<file path="src/rsrh_pkg.sv">
// Shared types, constants and the constant multiply for the record-set rolling hash.
package rsrh_pkg;

   localparam int unsigned HashWidth = 64;

   localparam logic [31:0] RecordBase  = 32'd1000000009;
   localparam logic [31:0] CombineBase = 32'd1000000007;

   localparam logic [1:0] ModeValueOnly = 2'd0;
   localparam logic [1:0] ModeKeyValue  = 2'd1;
   localparam logic [1:0] ModeGrouped   = 2'd2;

   typedef enum logic [2:0] {
      OP_BYTE      = 3'd0,
      OP_END_KEY   = 3'd1,
      OP_END_VALUE = 3'd2,
      OP_END_GROUP = 3'd3,
      OP_FINISH    = 3'd4
   } op_type;

   typedef struct packed {
      op_type      op;
      logic [7:0]  data_byte;
      logic [31:0] key_length;
   } item_type;

   // Product modulo 2^64 of a 64-bit value and a 32-bit constant, built from
   // a full 32x32 product of the low half and a truncated 32x32 product of
   // the high half.
   function automatic logic [HashWidth-1:0] mul_mod64(input logic [HashWidth-1:0] x,
                                                      input logic [31:0] c);
      logic [63:0] p_lo;
      logic [31:0] p_hi;
      p_lo = {32'd0, x[31:0]} * {32'd0, c};
      p_hi = x[63:32] * c;
      return p_lo + {p_hi, 32'd0};
   endfunction

endpackage

</file>
<file path="src/record_set_rolling_hash_core.sv">
// Top level of the record-set rolling hash: input register, hash unit and result register.
// Throughput: one transaction per cycle, set by the record multiply-add loop, except while a finish waits.
// A finish waits in the input register only while the result register is full and stalled.
// Reset (synchronous, active high) clears all hash state, both valid flags and hash_mode.
module record_set_rolling_hash_core (
   input  logic        clock,
   input  logic        reset,
   // Input channel.
   input  logic        req_valid,
   output logic        req_stall,
   input  logic [2:0]  req_op,
   input  logic [7:0]  req_data_byte,
   input  logic [31:0] req_key_length,
   // Result channel.
   output logic        rsp_valid,
   input  logic        rsp_stall,
   output logic [63:0] rsp_hash_value,
   // Configuration port.
   input  logic        csr_wr_en,
   input  logic [1:0]  csr_wr_data
);
   import rsrh_pkg::*;

   // Configuration register. The user must write it only while the block is idle (the
   // block does not enforce this), so the hash unit may read it directly.
   logic [1:0] hash_mode_ff;

   always_ff @(posedge clock) begin
      if (reset) begin
         hash_mode_ff <= ModeValueOnly;
      end else if (csr_wr_en) begin
         hash_mode_ff <= csr_wr_data;
      end
   end

   // Input register. Every transaction passes on from here without waiting unless it
   // is a finish whose result would overwrite a result that is still waiting.
   logic     stg_valid_ff, stg_valid_in;
   item_type stg_item_ff;
   logic     req_accept;
   logic     stg_advance;
   logic     stg_finish;
   logic     rsp_valid_ff, rsp_valid_in;

   assign stg_finish  = stg_valid_ff && (stg_item_ff.op == OP_FINISH);
   assign stg_advance = stg_valid_ff && !(stg_finish && rsp_valid_ff && rsp_stall);
   assign req_stall   = stg_valid_ff && !stg_advance;
   assign req_accept  = req_valid && !req_stall;

   always_comb begin
      if (req_accept) begin
         stg_valid_in = 1'b1;
      end else if (stg_advance) begin
         stg_valid_in = 1'b0;
      end else begin
         stg_valid_in = stg_valid_ff;
      end
   end

   always_ff @(posedge clock) begin
      if (reset) begin
         stg_valid_ff <= 1'b0;
      end else begin
         stg_valid_ff <= stg_valid_in;
      end
   end

   // The payload is loaded only on acceptance, so it holds while the stage waits.
   always_ff @(posedge clock) begin
      if (req_accept) begin
         stg_item_ff.op         <= op_type'(req_op);
         stg_item_ff.data_byte  <= req_data_byte;
         stg_item_ff.key_length <= req_key_length;
      end
   end

   // Hash state and its update.
   logic [HashWidth-1:0] total_hash;

   rsrh_hash_unit u_hash_unit (
      .clock      (clock),
      .reset      (reset),
      .item_fire  (stg_advance),
      .item       (stg_item_ff),
      .hash_mode  (hash_mode_ff),
      .total_hash (total_hash)
   );

   // Result register. A finish captures the total as it stood before the finish
   // clears it; the register is freed when the downstream side takes it.
   logic [HashWidth-1:0] hash_value_ff;
   logic                 rsp_load;

   assign rsp_load = stg_advance && stg_finish;

   always_comb begin
      if (rsp_load) begin
         rsp_valid_in = 1'b1;
      end else if (!rsp_stall) begin
         rsp_valid_in = 1'b0;
      end else begin
         rsp_valid_in = rsp_valid_ff;
      end
   end

   always_ff @(posedge clock) begin
      if (reset) begin
         rsp_valid_ff <= 1'b0;
      end else begin
         rsp_valid_ff <= rsp_valid_in;
      end
   end

   always_ff @(posedge clock) begin
      if (rsp_load) begin
         hash_value_ff <= total_hash;
      end
   end

   assign rsp_valid      = rsp_valid_ff;
   assign rsp_hash_value = hash_value_ff;

endmodule

</file>
<file path="src/rsrh_hash_unit.sv">
// Hash state registers and the per-transaction update of record, group and total hashes.
module rsrh_hash_unit (
   input  logic                       clock,
   input  logic                       reset,
   input  logic                       item_fire,
   input  rsrh_pkg::item_type         item,
   input  logic [1:0]                 hash_mode,
   output logic [rsrh_pkg::HashWidth-1:0] total_hash
);
   import rsrh_pkg::*;

   logic [HashWidth-1:0] record_ff, record_in;
   logic [HashWidth-1:0] group_ff, group_in;
   logic [HashWidth-1:0] total_ff, total_in;
   logic [HashWidth-1:0] rec_mul;
   logic [HashWidth-1:0] comb_src;
   logic [HashWidth-1:0] comb_mul;
   logic                 grouped;

   assign grouped  = (hash_mode == ModeGrouped);
   assign rec_mul  = mul_mod64(record_ff, RecordBase);
   // One combine multiplier serves both end value and end group.
   assign comb_src = (item.op == OP_END_GROUP) ? total_ff : record_ff;
   assign comb_mul = mul_mod64(comb_src, CombineBase);

   always_comb begin
      record_in = record_ff;
      group_in  = group_ff;
      total_in  = total_ff;
      unique case (item.op)
         OP_BYTE: begin
            record_in = rec_mul + {56'd0, item.data_byte};
         end
         OP_END_KEY: begin
            if (grouped) begin
               group_in  = record_ff;
               record_in = '0;
            end
         end
         OP_END_VALUE: begin
            if (grouped) begin
               group_in = group_ff ^ record_ff;
            end else if (hash_mode == ModeKeyValue) begin
               total_in = total_ff ^ (comb_mul + {32'd0, item.key_length});
            end else begin
               total_in = total_ff ^ record_ff;
            end
            record_in = '0;
         end
         OP_END_GROUP: begin
            if (grouped) begin
               total_in = comb_mul + group_ff;
               group_in = '0;
            end
         end
         OP_FINISH: begin
            record_in = '0;
            group_in  = '0;
            total_in  = '0;
         end
         default: begin
         end
      endcase
   end

   always_ff @(posedge clock) begin
      if (reset) begin
         record_ff <= '0;
         group_ff  <= '0;
         total_ff  <= '0;
      end else if (item_fire) begin
         record_ff <= record_in;
         group_ff  <= group_in;
         total_ff  <= total_in;
      end
   end

   assign total_hash = total_ff;

endmodule

</file>
<file path="config.mk">
export PLATFORM = sky130hd
export DESIGN_NAME = record_set_rolling_hash_core
export DESIGN_NICKNAME = d
export VERILOG_FILES = /design/src/rsrh_pkg.sv /design/src/record_set_rolling_hash_core.sv /design/src/rsrh_hash_unit.sv
export SDC_FILE = /design/constraint.sdc
export NUM_CORES = 2
export LEC_CHECK = 0
export BUFFER_PORTS_ARGS = -buffer_cell sky130_fd_sc_hd__buf_2
export CORE_AREA = 3 3 373 375
export CTS_BUF_LIST = sky130_fd_sc_hd__clkbuf_8
export CTS_CLUSTER_DIAMETER = 60
export DETAILED_ROUTE_END_ITERATION = 8
export DIE_AREA = 0 0 376 378
export PLACE_DENSITY_LB_ADDON = 0.12
export REMOVE_ABC_BUFFERS = 1
export SLEW_MARGIN = 5
export SYNTH_ARGS = -nofsm -noshare
export SYNTH_HDL_FRONTEND = slang
export SYNTH_SLANG_ARGS = --single-unit
export TNS_END_PERCENT = 30
</file>
<file path="constraint.sdc">
create_clock -name clock -period 15.2 [get_ports clock]
set_input_delay 3.04 -clock clock [delete_from_list [all_inputs] [get_ports clock]]
set_output_delay 3.04 -clock clock [all_outputs]
set_load 0.1 [all_outputs]
</file>
## After elaboration in Yosys (flattened, before gate mapping)

Cells that the tools add are included.

| word-level totals | value |
|---|---|
| flip-flop bits (word level) | 303 |
| latch bits | 0 |
| RAM bits | 0 |
| ROM bits | 0 |
| input bits | 50 |
| output and inout bits | 66 |
| memories kept | 0 |

| cells by class | value |
|---|---|
| add/subtract/negate cells | 5 |
| multipliers | 4 |
| divide/modulo/power cells | 0 |
| order comparisons | 0 |
| eq/ne operators | 11 |
| shift-type cells | 0 |
| multiplexer cells | 14 |
| bitwise operators | 3 |
| reductions and logical operators | 19 |

Operators by type and width:

| operator | number |
|---|---|
| 64-bit two-way mux | 7 |
| 64-bit one-hot mux with 3 select lines | 2 |
| 64-bit one-hot mux with 4 select lines | 1 |
| 64-bit XOR | 3 |
| 62-bit by 64-bit adder with 64-bit output | 2 |
| 32-bit by 30-bit multiplier with 62-bit output (second input constant) | 2 |
| 64-bit by 32-bit adder with 64-bit output | 1 |
| 64-bit adder | 1 |
| 64-bit by 8-bit adder with 64-bit output | 1 |
| 32-bit by 30-bit multiplier with 32-bit output (second input constant) | 2 |
| 2-bit by 1-bit inequality test with 1-bit output (second input constant) | 4 |
| 1-bit logical AND | 7 |
| 3-bit by 2-bit == test with 1-bit output (second input constant) | 2 |
| 3-bit nonzero test | 2 |
| 5-bit AND reduction | 1 |
| 1-bit two-way mux | 4 |
| 4-bit AND reduction | 1 |
| 4-bit nonzero test | 1 |
| 3-bit by 1-bit == test with 1-bit output (second input constant) | 1 |
| 3-bit == test (second input constant) | 1 |
| 1-bit logical NOT | 3 |
| 3-bit logical NOT | 1 |
| 3-bit AND reduction | 1 |
| 2-bit by 1-bit == test with 1-bit output (second input constant) | 1 |
| other kinds (4) | 4 |

## Depth between registers and ports, before layout

| depth | value |
|---|---|
| depth after elaboration | 11 |
| mapped depth | 55 |
| gate-level depth less buffers | 52 |

## Modules after synthesis

From an unflattened synthesis, not the netlist that was laid out.

| unflattened totals | value |
|---|---|
| cell total of the unflattened synthesis | 7403 |
| area, all modules | 68841.0 µm² |

By module, submodules not included:

| module | times used | cells an instance | area each (µm²) | seq. area each (µm²) |
|---|---|---|---|---|
| rsrh_hash_unit | 1 | 7279 | 65441.5 | 3843.7 |
| record_set_rolling_hash_core | 1 | 124 | 3399.5 | 3293.2 |

## Worst setup path after synthesis

Ideal clock, no wire load.

| timing path | value |
|---|---|
| path type | reg2reg |
| start | register stg_item_ff[42] in the netlist's numbering |
| end | register u_hash_unit.total_ff[63], in the netlist u_hash_unit.total_hash[63] |
| library setup time | 0.131 ns |
| arrival time | 11.123 ns |
| data required time | 15.069 ns |
| path slack | 3.946 ns |
| cell stages (with the launch flop) | 47 |
| path buffers | 3 |
| clock period less this slack | 11.254 ns |
| path through | edfxtp_1 clkbuf_1 nor2b_1 nand2_1 buf_1 clkbuf_1 mux2i_1 inv_1 ha_1 ha_1 ha_1 ha_1 inv_1 fa_1 fa_1 inv_1 fa_1 fa_1 (+11 left out) nor3_1 and3_1 or3_4 inv_2 ha_1 a21o_1 a21oi_1 nor2_1 nor2_1 nor4bb_1 a21oi_1 a21o_1 a21oi_1 o21ai_0 a31oi_1 xnor2_1 a2111oi_0 o32ai_1 |

| on the way | value |
|---|---|
| longest elaborated chain between the ends | 9 |

Ends and longest elaborated chain:

| what | line | RTL |
|---|---|---|
| start, declared | record_set_rolling_hash_core.sv:39 | `item_type stg_item_ff;` |
| 3-bit by 2-bit == test with 1-bit output | rsrh_hash_unit.sv:23, rsrh_hash_unit.sv:30 |  |
| 64-bit two-way mux | rsrh_hash_unit.sv:23 | `assign comb_src = (item.op == OP_END_GROUP) ? total_ff : record_ff;` |
| 32-bit by 30-bit multiplier with 62-bit output / 32-bit by 30-bit multiplier with 32-bit output (equally long branches) | rsrh_pkg.sv:34, rsrh_pkg.sv:35 |  |
| 62-bit by 64-bit adder with 64-bit output | rsrh_pkg.sv:36 | `return p_lo + {p_hi, 32'd0};` |
| 64-bit by 32-bit adder with 64-bit output | rsrh_hash_unit.sv:44 | `total_in = total_ff ^ (comb_mul + {32'd0, item.key_length});` |
| 64-bit XOR | rsrh_hash_unit.sv:44 |  |
| 64-bit two-way mux | rsrh_hash_unit.sv:43 | `end else if (hash_mode == ModeKeyValue) begin` |
| 64-bit two-way mux | rsrh_hash_unit.sv:41 | `if (grouped) begin` |
| 64-bit one-hot mux with 3 select lines | rsrh_hash_unit.sv:30 | `unique case (item.op)` |
| end signal, assigned | rsrh_hash_unit.sv:74 | `total_ff <= total_in;` |
| end, declared | rsrh_hash_unit.sv:14 | `logic [HashWidth-1:0] total_ff, total_in;` |

Parallel ways exist; a longest one is shown, timed or not. The select of a mux whose other input is x is not followed.
A chain may end at the register's enable or synchronous reset.

## Final worst setup path

Ends and elaborated chain as after synthesis.

==> impl_results.md <==
* Largest net degree at the start of global routing at 93
* First-pass GRT wire length at 324200 µm
* Most used DFF post-synth: dfxtp_1
* Area Growth Syn to Fin at 6.162%
* Initial Util at 50.05%
* Pwr Density at 31.02 nW/µm²
* Busiest layer in global routing: met2
* Crit start category: flop
* Slew @ Worst Pin at 1124 ps
* PnR worst setup slack at 2605 ps
* Postcts setup bufs at 0
* RSZ-0062 raised after global routing: false
* Fmax at 79.40 MHz
* Via/cell ratio at 5.518
* Place WS at 2570 ps
* Overall power at 2.236 mW
* Met2 Resource Use GR at 49.51%
* HPWL after DPL at 179700 µm
* DR WL/cell at 22.72 µm
* H-tree Lvls at 2
* Syn_area_per_cell at 9.363 µm²
* Vias in the first global route at 53280
* CTS Buffer Depth at 3
* Worst-skew pair later-pin latency at 790 ps
* Die X at 376 µm
* Sequential cell area fraction in the yosys report at 10.51%
* Setup TNS at 0 ps
* P_leak at 37.79 nW
* Root Driver: clkbuf_8
* Height of the die at 378 µm
* Tmin final at 12590 ps
* Post-synth ARST share at 0%
* CTS Hold Buffers Added at 0
* Synth area leaders: fa_1 31%, ha_1 24%, inv_1 9.4%, dfxtp_1 5.8%, edfxtp_1 4.7%
* Die area at 142100 µm²
* Critical path's top delay family: adder cells
* Tcrit/Tclk final at 82.86%
* Fillers at 12630
* Cell row count at 135
* CP arrival at 13200 ps
* Final core occ at 53.13%
* Initial DRC count at 3653
* Routed Antenna Nets at 0
* TritonRoute pass-1 iters at 6
* Synth Instances at 7250
* Io pins at 116
* Routing usage on met1 at 42.73%
* Slew margin rel. at 25.08%
* Met3 usage at 3.717%
* IO buf count at 115
* Status: finished clean
* CP Data Required Time at 15800 ps
* CP max-delay cell: and2_4
* WS Path Type: reg -> reg
* Number of distinct library cells after synthesis at 95
* Hold/Removal Path Class: reg -> reg
* Clock Sinks at 303
* Fraction of final layout cells sized beyond drive strength 1 at 4.635%
* CP max FO at 42
* Final Max Slew Viols at 0
* Final setup fails at 0
* Max Cap Violations at 0
* Cell Area, Synth at 67890 µm²
* Crit-path max cell delay at 610 ps
* CTS tree: built
* EDFF count, synth at 107
* Vias post-DR at 50690
* Initial antenna violation count at 8
* DRC violations left at 0
* GPL Wtd Cong at 0.9861
* Synth warnings at 0
* Overflow after GRT at 0
* Core area at 135600 µm²
* TritonCTS buffer count at 61
* Total track usage at 30.06%
* CP Capture Type: flop
* Post-synth top area cell: fa_1
* Clk slew on worst S/H paths at 60 ps
* CP bufs+invs at 6
* Final nets at 9745
* CTS resizes at 0
* Cell mode on critical path: fa_1
* Final Skew at 96.36 ps
* Drt total wl at 208700 µm
* Worst vdd ir at 0.00006590 V
* Hold Fails Final Rpt at 0
* Synth Register Bits at 303
* Top cell type's share of synthesized area at 31.29%
## layer usage
metal,vias to the layer above,wire (µm)
li1,23820,-
met1,25260,94870
met2,1398,96570
met3,210,12880
met4,0,4396
met5,-,0
## final timing paths
kind | startpoint | end | slack, ps | cells after the start
setup / recovery | stg_item_ff[42] | u_hash_unit.total_hash[63] | 2610 | 41
hold / removal | u_hash_unit.group_ff[10] | u_hash_unit.group_ff[10] | 500 | 2
setup reg to reg | stg_item_ff[42] | u_hash_unit.total_hash[63] | 2610 | 41
hold reg to reg | u_hash_unit.group_ff[10] | u_hash_unit.group_ff[10] | 500 | 2
## synth_stat cells (70+ instances only)
| cell | n |
|---|---|
| a21o_1 | 156 |
| clkbuf_1 | 137 |
| xnor2_1 | 244 |
| fa_1 | 1061 |
| inv_1 | 1706 |
| edfxtp_1 | 107 |
| a21oi_1 | 352 |
| dfxtp_1 | 196 |
| o21ai_0 | 269 |
| ha_1 | 1285 |
| nand2_1 | 410 |
| o2111ai_1 | 70 |
| nor2_1 | 356 |
| xor2_1 | 94 |
| a22oi_1 | 84 |
## area by class of cell
type	instances	area, µm²	share of cell area [%]
repair buffers	190	1145	1.589
clock inverters	49	381.6	0.5295
inverters	1708	6411	8.896
diodes	4	10.01	0.01389
well taps	1781	2228	3.092
clock buffers	66	908.4	1.260
multi-input cells	5085	53850	74.72
flip-flops and latches	303	7137	9.903
## cell usage in the layout, fill, tap and decap left out, drive strengths merged, types with 11 or more instances in the layout
cell,Yosys,layout
nand4,27,27
dfxtp,196,196
nor2b,42,42
a31oi,38,38
o2111ai,70,70
a211oi,26,26
buf,17,190
o211ai,23,23
nor2,357,357
nand2b,42,42
nor3b,11,11
a22oi,84,84
nor4,12,12
a21boi,11,11
or3,25,25
or2,11,11
a21o,156,156
clkbuf,137,66
mux2i,23,23
and3,24,24
o21bai,39,39
nand2,412,412
ha,1285,1285
o21ai,277,277
o21a,45,45
fa,1061,1061
xor2,95,95
o32ai,26,26
clkinv,1,25
nand3,63,63
a21oi,354,354
inv,1707,1721
nor3,60,60
edfxtp,107,107
and2,18,18
xnor2,246,246
## metrics by stage
stage,area (µm²),hold slack (ps),std cells
6_report,72070,495.3,9186
3_5_place_dp,70760,482.8,9067
5_1_grt,72060,528.1,9183
2_1_floorplan,67300,438.1,7096
4_1_cts,72050,494.5,9182
3_3_place_gp,70760,472.4,9067
## cell families (layout without fill, tap and decap cells)
logic type                 Yosys count  in the layout  synth area share [%]
and+or+nand+nor                   1133           1133                 7.592
xor gates and xnor gates           341            341                 4.433
muxes                               23             23                0.3391
buffers and inverters             1862           2013                 10.30
DFF                                303            303                 10.51
AOI/OAI and AO/OA                 1242           1242                 11.85
adders and majority gates         2346           2346                 54.97
other                                0              4                     0
## worst min-delay path: stages, from the launching register on
cell     delay [ps]
dfxtp_1         330
nand2_1          60
a21oi_1          50
## where the power goes
| group | total, mW | internal (mW) | switching (mW) |
|---|---|---|---|
| sequential | 0.860 | 0.849 | 0.0110 |
| combinational | 0.462 | 0.160 | 0.302 |
| clock | 0.914 | 0.479 | 0.435 |
| total | 2.24 | 1.49 | 0.748 |
## flip-flops by register name, indices dropped and copies added (netlist names)
register	count
hash_mode_ff	2
rsp_hash_value	64
rsp_valid	1
stg_item_ff	43
stg_valid_ff	1
u_hash_unit.group_ff	64
u_hash_unit.record_ff	64
u_hash_unit.total_hash	64
Note: power is estimated with default switching activity, not from simulation.
